==> src/rtl/edd_pkg.sv <==
package edd_pkg;

   // String capacity and derived widths
   localparam int MAX_LEN  = 64;
   localparam int LEN_W    = $clog2(MAX_LEN + 1);
   localparam int IDX_W    = (MAX_LEN > 1) ? $clog2(MAX_LEN) : 1;
   localparam int DIST_W   = 7;
   localparam int DIST_MAX = 127;

   // Request opcodes
   typedef enum logic [1:0] {
      OP_APPEND_FIRST  = 2'd0,
      OP_APPEND_SECOND = 2'd1,
      OP_COMPUTE       = 2'd2
   } op_type;

   // Controller states
   typedef enum logic [1:0] {
      ST_IDLE,
      ST_ROW,
      ST_CELL
   } state_type;

   // Commands from controller to datapath
   typedef struct packed {
      logic append_first;
      logic append_second;
      logic init_rows;
      logic start_row;
      logic step_cell;
      logic emit_fast;
      logic emit_cell;
   } dp_cmd_type;

   // Status from datapath to controller
   typedef struct packed {
      logic len_zero;
      logic last_col;
      logic last_row;
   } dp_sts_type;

   // Clamp a cost value to the result field
   function automatic logic [DIST_W-1:0] sat_dist(input logic [LEN_W-1:0] v);
      logic [DIST_W-1:0] r;
      if (32'(v) > 32'(DIST_MAX)) begin
         r = DIST_W'(DIST_MAX);
      end else begin
         r = DIST_W'(v);
      end
      return r;
   endfunction

endpackage

==> src/rtl/edd_datapath.sv <==
module edd_datapath (
   input  logic                         clock,
   input  logic                         reset,
   input  edd_pkg::dp_cmd_type          cmd,
   input  logic [7:0]                   req_symbol,
   output edd_pkg::dp_sts_type          sts,
   output logic                         rsp_valid,
   output logic [edd_pkg::DIST_W-1:0]   rsp_distance,
   output logic                         rsp_overflow
);
   import edd_pkg::*;

   logic [7:0]       first_mem  [MAX_LEN];
   logic [7:0]       second_mem [MAX_LEN];
   logic [LEN_W-1:0] row_mem    [MAX_LEN];

   logic [LEN_W-1:0]  len_a_ff, len_a_in;
   logic [LEN_W-1:0]  len_b_ff, len_b_in;
   logic              ovf_ff, ovf_in;
   logic [LEN_W-1:0]  row_ff, row_in;
   logic [LEN_W-1:0]  col_ff, col_in;
   logic [LEN_W-1:0]  diag_ff, diag_in;
   logic [LEN_W-1:0]  left_ff, left_in;
   logic [7:0]        a_rd_ff;
   logic [7:0]        b_rd_ff;
   logic [LEN_W-1:0]  up_rd_ff;
   logic              rsp_valid_ff, rsp_valid_in;
   logic [DIST_W-1:0] rsp_dist_ff, rsp_dist_in;
   logic              rsp_ovf_ff, rsp_ovf_in;

   logic [LEN_W-1:0] up_val;
   logic [LEN_W-1:0] min_val;
   logic [LEN_W-1:0] cell_val;
   logic [LEN_W-1:0] row_m1;
   logic [LEN_W-1:0] col_m1;
   logic [IDX_W-1:0] rd_idx;
   logic             rd_en;
   logic             emit;

   // Cell arithmetic: the first row reads its column number instead of memory
   always_comb begin
      up_val  = (row_ff == LEN_W'(1)) ? col_ff : up_rd_ff;
      min_val = (diag_ff < up_val) ? diag_ff : up_val;
      if (left_ff < min_val) begin
         min_val = left_ff;
      end
      cell_val = (a_rd_ff == b_rd_ff) ? diag_ff : (min_val + LEN_W'(1));
      row_m1   = row_ff - LEN_W'(1);
      col_m1   = col_ff - LEN_W'(1);
      rd_idx   = cmd.start_row ? '0 : col_ff[IDX_W-1:0];
      rd_en    = cmd.start_row | cmd.step_cell;
      emit     = cmd.emit_fast | cmd.emit_cell;
   end

   // First string store: write on append, read one byte per row
   always_ff @(posedge clock) begin
      if (cmd.append_first && (len_a_ff != LEN_W'(MAX_LEN))) begin
         first_mem[len_a_ff[IDX_W-1:0]] <= req_symbol;
      end
      if (cmd.start_row) begin
         a_rd_ff <= first_mem[row_m1[IDX_W-1:0]];
      end
   end

   // Second string store: read one byte ahead of each cell
   always_ff @(posedge clock) begin
      if (cmd.append_second && (len_b_ff != LEN_W'(MAX_LEN))) begin
         second_mem[len_b_ff[IDX_W-1:0]] <= req_symbol;
      end
      if (rd_en) begin
         b_rd_ff <= second_mem[rd_idx];
      end
   end

   // Cost row store: write the finished cell, read the next column's upper value
   always_ff @(posedge clock) begin
      if (cmd.step_cell) begin
         row_mem[col_m1[IDX_W-1:0]] <= cell_val;
      end
      if (rd_en) begin
         up_rd_ff <= row_mem[rd_idx];
      end
   end

   // Next-state logic for lengths, counters and result
   always_comb begin
      len_a_in     = len_a_ff;
      len_b_in     = len_b_ff;
      ovf_in       = ovf_ff;
      row_in       = row_ff;
      col_in       = col_ff;
      diag_in      = diag_ff;
      left_in      = left_ff;
      rsp_valid_in = emit;
      rsp_dist_in  = rsp_dist_ff;
      rsp_ovf_in   = rsp_ovf_ff;

      // append, or drop and flag when full
      if (cmd.append_first) begin
         if (len_a_ff == LEN_W'(MAX_LEN)) begin
            ovf_in = 1'b1;
         end else begin
            len_a_in = len_a_ff + LEN_W'(1);
         end
      end
      if (cmd.append_second) begin
         if (len_b_ff == LEN_W'(MAX_LEN)) begin
            ovf_in = 1'b1;
         end else begin
            len_b_in = len_b_ff + LEN_W'(1);
         end
      end

      // sweep the table
      if (cmd.init_rows) begin
         row_in = LEN_W'(1);
      end
      if (cmd.start_row) begin
         col_in  = LEN_W'(1);
         diag_in = row_m1;
         left_in = row_ff;
      end
      if (cmd.step_cell) begin
         diag_in = up_val;
         left_in = cell_val;
         col_in  = col_ff + LEN_W'(1);
         if (col_ff == len_b_ff) begin
            row_in = row_ff + LEN_W'(1);
         end
      end

      // latch the result and clear the strings
      if (emit) begin
         rsp_dist_in = cmd.emit_fast ? sat_dist(len_a_ff | len_b_ff) : sat_dist(cell_val);
         rsp_ovf_in  = ovf_ff;
         len_a_in    = '0;
         len_b_in    = '0;
         ovf_in      = 1'b0;
      end
   end

   // Control registers
   always_ff @(posedge clock) begin
      if (reset) begin
         len_a_ff     <= '0;
         len_b_ff     <= '0;
         ovf_ff       <= 1'b0;
         row_ff       <= '0;
         col_ff       <= '0;
         rsp_valid_ff <= 1'b0;
      end else begin
         len_a_ff     <= len_a_in;
         len_b_ff     <= len_b_in;
         ovf_ff       <= ovf_in;
         row_ff       <= row_in;
         col_ff       <= col_in;
         rsp_valid_ff <= rsp_valid_in;
      end
   end

   // Payload registers
   always_ff @(posedge clock) begin
      diag_ff     <= diag_in;
      left_ff     <= left_in;
      rsp_dist_ff <= rsp_dist_in;
      rsp_ovf_ff  <= rsp_ovf_in;
   end

   assign sts.len_zero  = (len_a_ff == '0) || (len_b_ff == '0);
   assign sts.last_col  = (col_ff == len_b_ff);
   assign sts.last_row  = (row_ff == len_a_ff);
   assign rsp_valid     = rsp_valid_ff;
   assign rsp_distance  = rsp_dist_ff;
   assign rsp_overflow  = rsp_ovf_ff;

endmodule

==> src/rtl/edd_controller.sv <==
module edd_controller (
   input  logic                clock,
   input  logic                reset,
   input  logic                start,
   input  logic [1:0]          req_opcode,
   input  edd_pkg::dp_sts_type sts,
   output edd_pkg::dp_cmd_type cmd,
   output logic                busy
);
   import edd_pkg::*;

   state_type state_ff, state_in;

   // State register
   always_ff @(posedge clock) begin
      if (reset) begin
         state_ff <= ST_IDLE;
      end else begin
         state_ff <= state_in;
      end
   end

   // Next state and commands
   always_comb begin
      state_in = state_ff;
      cmd      = '0;
      busy     = 1'b1;
      unique case (state_ff)
         ST_IDLE: begin
            busy = 1'b0;
            if (start) begin
               unique case (op_type'(req_opcode))
                  OP_APPEND_FIRST:  cmd.append_first  = 1'b1;
                  OP_APPEND_SECOND: cmd.append_second = 1'b1;
                  OP_COMPUTE: begin
                     if (sts.len_zero) begin
                        cmd.emit_fast = 1'b1;
                     end else begin
                        cmd.init_rows = 1'b1;
                        state_in      = ST_ROW;
                     end
                  end
                  default: ;
               endcase
            end
         end
         ST_ROW: begin
            cmd.start_row = 1'b1;
            state_in      = ST_CELL;
         end
         ST_CELL: begin
            cmd.step_cell = 1'b1;
            if (sts.last_col) begin
               if (sts.last_row) begin
                  cmd.emit_cell = 1'b1;
                  state_in      = ST_IDLE;
               end else begin
                  state_in = ST_ROW;
               end
            end
         end
         default: state_in = ST_IDLE;
      endcase
   end

endmodule

==> src/rtl/edit_distance_engine_top.sv <==
// Append requests leave busy low, so a new transfer may follow at once.
// Compute with an empty string: the result strobe comes in the cycle after the transfer.
// Otherwise the sweep runs row by row, a row set-up state plus one cell per
// cycle through the cost row memory, and the strobe follows in the next cycle.
// Synchronous active-high reset empties both strings and clears the overflow flag.
// Results are shown for one cycle only; the receiver cannot stall.
module edit_distance_engine_top (
   input  logic                       clock,
   input  logic                       reset,
   input  logic                       start,
   output logic                       busy,
   input  logic [1:0]                 req_opcode,
   input  logic [7:0]                 req_symbol,
   output logic                       rsp_valid,
   output logic [edd_pkg::DIST_W-1:0] rsp_distance,
   output logic                       rsp_overflow
);
   import edd_pkg::*;

   dp_cmd_type cmd;
   dp_sts_type sts;

   // Sequence the loads and the table sweep
   edd_controller u_controller (
      .clock      (clock),
      .reset      (reset),
      .start      (start),
      .req_opcode (req_opcode),
      .sts        (sts),
      .cmd        (cmd),
      .busy       (busy)
   );

   // Hold the strings and evaluate the cells
   edd_datapath u_datapath (
      .clock        (clock),
      .reset        (reset),
      .cmd          (cmd),
      .req_symbol   (req_symbol),
      .sts          (sts),
      .rsp_valid    (rsp_valid),
      .rsp_distance (rsp_distance),
      .rsp_overflow (rsp_overflow)
   );

endmodule

==> config.mk <==
export PLATFORM = sky130hd
export DESIGN_NAME = edit_distance_engine_top
export DESIGN_NICKNAME = d
export VERILOG_FILES = /design/src/rtl/edd_pkg.sv /design/src/rtl/edd_datapath.sv /design/src/rtl/edd_controller.sv /design/src/rtl/edit_distance_engine_top.sv
export SDC_FILE = /design/constraint.sdc
export NUM_CORES = 2
export LEC_CHECK = 0
export ABC_CLOCK_PERIOD_IN_PS = 22400
export BUFFER_PORTS_ARGS = -buffer_cell sky130_fd_sc_hd__buf_2
export CAP_MARGIN = 40
export CORE_MARGIN = 2
export CORE_UTILIZATION = 29
export CTS_CLUSTER_SIZE = 24
export DETAILED_ROUTE_END_ITERATION = 12
export HOLD_SLACK_MARGIN = 0.08
export REMOVE_ABC_BUFFERS = 1
export SYNTH_ARGS = -nofsm -noshare
export SYNTH_HDL_FRONTEND = slang
export SYNTH_SLANG_ARGS = --single-unit
==> constraint.sdc <==
create_clock -name clock -period 22.4 [get_ports clock]
set_clock_uncertainty 0.15 [all_clocks]
set_input_delay 2.24 -clock clock [delete_from_list [all_inputs] [get_ports clock]]
set_output_delay 2.24 -clock clock [all_outputs]
set_load 0.01 [all_outputs]
Yosys cells after proc, flatten, opt, wreduce, memory -nomap -nowiden
Memories as Yosys holds them, arrays and structs flattened. A register that Yosys moved wholly into a read port is not among the register bits.
Index checks and enable logic that the tools add are counted.
- add/subtract/negate cells: 7
- $lt $le $gt $ge: 2
- equal/unequal tests: 16
- mux-type cells: 47
- bitwise gates (word level): 5
- reductions and logical operators: 12
- operators with widths (cell ; count):
    $mux 7 ; 14
    $add 7x1->7 const B ; 5
    $mux 1 ; 25
    $eq 7x7->1 ; 2
    $eq 7x7->1 const B ; 2
    $logic_not 7->1 ; 2
    $lt 7x7->1 ; 2
    $ne 7x7->1 const B ; 2
    $eq 8x8->1 ; 1
    $mux 2 ; 4
    $ne 2x2->1 const B ; 4
    $eq 7x1->1 const B ; 1
    $or 7x7->7 ; 1
    $sub 7x1->7 const B ; 1
    $mux 3 ; 2
    $mux 6 ; 1
    $pmux 2 s3 ; 1
    $sub 6x1->6 const B ; 1
    $eq 2x1->1 const B ; 2
    $eq 2x2->1 const B ; 2
    $logic_not 2->1 ; 2
    $reduce_and 2->1 ; 2
    $reduce_and 4->1 ; 1
    $logic_and 1x1->1 ; 2
    5 further kinds ; 7
- register bits after elaboration: 54
- memory bits (writable): 1472
- output and inout port bits: 10
- word-level logic and storage cells: 103
- memories: 3
- memory list (memory ; words ; bits a word ; rd ports ; clocked after Yosys merged registers in ; write ports ; line ; text):
    u_datapath.first_mem ; 64 ; 8 ; 1 ; 1 ; 1 ; edd_datapath.sv:13 ; logic [7:0] first_mem [MAX_LEN];
    u_datapath.second_mem ; 64 ; 8 ; 1 ; 1 ; 1 ; edd_datapath.sv:14 ; logic [7:0] second_mem [MAX_LEN];
    u_datapath.row_mem ; 64 ; 7 ; 1 ; 1 ; 1 ; edd_datapath.sv:15 ; logic [LEN_W-1:0] row_mem [MAX_LEN];

Logic depth before layout (Yosys ltp)
- depth after elaboration: 9
- depth in mapped cells: 29
- mapped depth without buffers: 27

Hierarchy
From an unflattened synthesis, not the netlist that was laid out.
- cells, all modules: 3417
- area total of the unflattened synthesis: 61879.3 um^2
- by module, submodules not included (module ; times used ; cells each ; area each (um^2)):
    edd_datapath ; 1 ; 3398 ; 61696.7
    edd_controller ; 1 ; 19 ; 182.7

Least setup slack after synthesis
Ideal clock, no wire load.
- path kind: register -> register
- start point: reg u_datapath.row_ff[1]
- end point: mem u_datapath.row_mem[0][4] (netlist bit) (data pin)
- library setup time: 0.702 ns
- data arrival time: 7.072 ns
- data required time: 21.548 ns
- path slack: 14.477 ns
- cell stages (with the launch flop): 28
- buffers on the path: 1
- path through: dfxtp_1 inv_1 ha_1 nor2b_1 nand2_2 mux2i_1 ha_1 nand2_1 a21o_1 and2_1 a211oi_2 o21ai_0 o21ai_0 ha_1 a21oi_1 nor2b_1 o21ai_0 nand2b_1 a31oi_1 and2_1 buf_6 nand2_1 o21ai_0 ha_1 o2111ai_1 xor2_1 mux2i_1 o21ai_0
- word-level cells in the longest chain between the ends: 8
- RTL lines (element ; line ; text):
    start: declaration ; edd_datapath.sv:20 ; logic [LEN_W-1:0] row_ff, row_in;
    start signal: assignment ; edd_datapath.sv:155 ; row_ff <= row_in;
    $eq 7x1->1 * ; edd_datapath.sv:42 ; up_val = (row_ff == LEN_W'(1)) ? col_ff : up_rd_ff;
    $mux 7 * ; edd_datapath.sv:42 ;
    $lt 7x7->1 ; edd_datapath.sv:43 ; min_val = (diag_ff < up_val) ? diag_ff : up_val;
    $mux 7 * ; edd_datapath.sv:43 ;
    $lt 7x7->1 ; edd_datapath.sv:44 ; if (left_ff < min_val) begin
    $mux 7 * ; edd_datapath.sv:44 ;
    $add 7x1->7 * ; edd_datapath.sv:47 ; cell_val = (a_rd_ff == b_rd_ff) ? diag_ff : (min_val + LEN_W'(1));
    $mux 7 * ; edd_datapath.sv:47 ;
    net u_datapath.cell_val[4] ; edd_datapath.sv:33 ; logic [LEN_W-1:0] cell_val;
    end: declaration ; edd_datapath.sv:15 ;
Mark *: on every way through the listed nets, which the timed path passes. The rest lies on a longest branch.

Final worst setup path
- start point: reg u_datapath.row_ff[3]
- end point: mem u_datapath.row_mem[2][6] (netlist bit) (data pin)
The elaborated chain is that of the path after synthesis.

==> flow_summary.yaml <==
setup_path:
  crit_type: "reg2reg"
  worstSetupStartpointType: "flip-flop"
  startpoint: "u_datapath.row_ff[3]$_SDFF_PP0_"
  critPathRequiredTime_ns: 22.75
  critPathCaptureType: "flip-flop"
  r2r_start: "u_datapath.row_ff[3]$_SDFF_PP0_"
  crit_fanout: 34
  crit_arrival_ns: 7.89
cts:
  numCtsBuffers: 155
  cts.sinks: 1549
  clk_pin_slew_ns: 0.06
  clk_path_buf_depth: 3
  cts_resized: 0
  cts_hold_buf: 0
  clk_latency_ns: 0.79
  cts_tree: "yes"
  ctsHtreeMaxLevel: 4
  post_cts_buffers: 0
  clock_tree.root_cell: "clkbuf_16"
sta:
  rsz0062_at_grt: "no"
  finalSetupTns_ns: 0
  hold_violations: 0
  worst_pin_slew_ns: 0.993
  period_share: 0.337
  drv_slew: 0
  setup_violations: 0
  timing.fmax_mhz: 133
  max-slew-margin-rel: 0.338
  min_period_ns: 7.54
detailed_routing:
  wl_met1_mm: 61.8
  first_pass_iters: 5
  wl_per_cell_um: 22.5
  drcViolationCount: 0
  met3_wirelength_mm: 8.00
  highest_layer: "met5"
  drt_iter0_markers: 3260
  routed-via-count: 31500
  wl_met2_mm: 69.7
  via_per_inst: 4.96
  ant_nets: 0
  drt-total-wl_mm: 143
power_and_ir_drop:
  powerDensity_nw_per_um2: 84.1
  vdd_drop_max_mv: 0.0707
  p_leak_nw: 20.9
placement:
  dpl.hpwl_mm: 85.3
  io_buffers: 22
  place_inst: 6070
  gp_congestion: 0.828
global_routing:
  antenna_found_initial: 3
  overflow: 0
  grt_max_degree: 81
  gr-usage-all-layers: 0.129
  grt_pass1_vias: 31800
  grt_first_pass_wirelength_mm: 213
logic_synthesis:
  synth-seq-cells: 1549
  yosys.area_share.simple: 0.0452
  synthTopCellsByArea: "edfxtp_1 74%, mux4_2 11%, mux2i_1 2.1%"
  synth_top_area_frac: 0.738
  synth-edff-count: 1517
  synth_cell_types: 78
  synthXorXnorAreaFrac: 0.00724
  ys_warn_count: 0
  synth_top_family_by_area: "multiplexers"
  syn_area_um2: 61700
  muxShareOfSynthArea: 0.128
  synthAdderAreaFrac: 0.00406
  synth_compound_area_frac: 0.0522
  avgSynthCellArea_um2: 18.3
  async_reset_ff_frac: 0
  yosysSeqAreaShare: 0.749
  synthCells: 3381
  synth_ff_type: "edfxtp_1"
  yosys.area.top_type: "edfxtp_1"
min_path:
  hp-start: "u_datapath.ovf_ff$_SDFF_PP0_"
  worstHoldPathType: "reg2reg"
cells_and_area:
  syn2layout_area_growth_pct: 13.8
  mostFrequentLayoutCells: "1517 x edfxtp_1, 290 x mux4_2, 258 x nor2_1, 176 x nand2_1, 159 x clkbuf_16"
  drive_gt1_frac: 0.178
  fillCellCount: 20000
  finalNetCount: 3439
  layout.cells.non_filler: 6349
  antenna-diode-count: 0
  layout_commonest_cell: "edfxtp_1"
floorplan:
  io_pins: 23
  die_w_um: 465
  die_area_um2: 216000
  core-area_um2: 212000
  start_util: 0.291
  die_h_um: 465
  std_cell_rows: 169
status:
  outcome: "finished, final reports clean"
job:
  drv_cap: 0
## flip-flops by register name (all words and copies together) (netlist names)
name	cells
u_datapath.up_rd_ff	7
u_datapath.rsp_distance	7
u_datapath.len_b_ff	7
u_controller.state_ff	2
u_datapath.col_ff	7
u_datapath.ovf_ff	1
u_datapath.second_mem	512
u_datapath.rsp_valid	1
u_datapath.b_rd_ff	8
u_datapath.row_ff	7
u_datapath.rsp_overflow	1
u_datapath.left_ff	7
u_datapath.len_a_ff	7
u_datapath.a_rd_ff	8
u_datapath.diag_ff	7
u_datapath.first_mem	512
u_datapath.row_mem	448
## cells in the mapped netlist, types with 7 or more instances
cell,count
and2_1,7
nand2_1,178
or3_1,14
nand2b_1,11
a21oi_1,63
edfxtp_1,1517
xnor2_1,18
inv_1,21
nand3_1,24
a211oi_1,132
nor3_1,75
buf_1,39
a311oi_1,29
mux4_2,290
dfxtp_1,32
xor2_1,33
o21ai_0,33
nor2b_1,7
ha_1,20
clkbuf_1,169
nor2_1,259
o22ai_1,123
mux2i_1,130
nand4_1,8
a31oi_1,40
nor3b_1,9
## routing by layer
layer / vias up / global-route usage
li1: 13800 / -
met1: 16400 / 0.179
met2: 1029 / 0.211
met3: 222 / 0.0201
met4: 2 / 0.0369
met5: - / 0
## worst paths after layout
kind	endpoint	slack, ns	cells after the start
max	u_datapath.row_mem[2][6]$_DFFE_PP_	14.86	25
min	u_datapath.rsp_overflow$_DFFE_PP_	0.33	0
max reg2reg	u_datapath.row_mem[2][6]$_DFFE_PP_	14.86	25
min reg2reg	u_datapath.rsp_overflow$_DFFE_PP_	0.33	0
## metrics by stage
| step | power (mW) | area, µm² | hold WS [ns] | utilization | setup slack [ns] |
|---|---|---|---|---|---|
| 5_1_grt | 6.08 | 70200 | 0.350 | 0.332 | 14.21 |
| 4_1_cts | 5.96 | 70200 | 0.342 | 0.332 | 14.95 |
| 3_3_place_gp | 3.47 | 65000 | 0.306 | 0.307 | 14.94 |
| 3_5_place_dp | 3.48 | 65400 | 0.333 | 0.309 | 15.04 |
| 2_1_floorplan | 3.40 | 60900 | 0.259 | - | 6.96 |
| 6_report | 5.91 | 70200 | 0.334 | 0.332 | 14.86 |
## worst max-delay path, stage by stage (launching register included)
cell,delay (ns)
dfxtp_1,0.50
nor4_4,0.53
nand2_2,0.26
mux2i_1,0.40
ha_1,0.34
nand2_1,0.08
a21o_1,0.12
a32oi_1,0.10
nor2_1,0.27
nand2_1,0.33
o21ai_0,0.49
ha_1,0.34
a21oi_1,0.17
nor2b_1,0.06
o21ai_0,0.16
nand2b_1,0.15
a31oi_1,0.34
and2_1,0.39
nand2_1,0.09
o21ai_0,0.08
ha_1,0.28
nand2_1,0.11
o41a_1,0.35
o311ai_2,0.37
nand2_2,0.44
buf_16,0.33
## final cells by class
class                   count  area, µm²  share of cell area
clock buffers             199       4160              0.0592
clock inverters            80        699             0.00996
inverters                  23       86.3             0.00123
multi-input cells        1593      14700               0.210
flip-flops and latches   1549      46200               0.658
well taps                2821       3530              0.0502
repair buffers             84        838              0.0119
## kinds of logic after synthesis
group	after synthesis
and+or+nand+nor	629
muxes	423
DFF	1549
xor gates and xnor gates	51
buffers and inverters	239
adders and majority gates	20
AOI/OAI and AO/OA	470
## power breakdown
part	internal [mW]	switching [mW]	leakage, nW
sequential	3.20	0.00675	13.9
clock	1.41	1.08	2.37
combinational	0.0672	0.142	4.63
total	4.67	1.23	20.9
No activity file was read; power rests on OpenSTA's default activity.
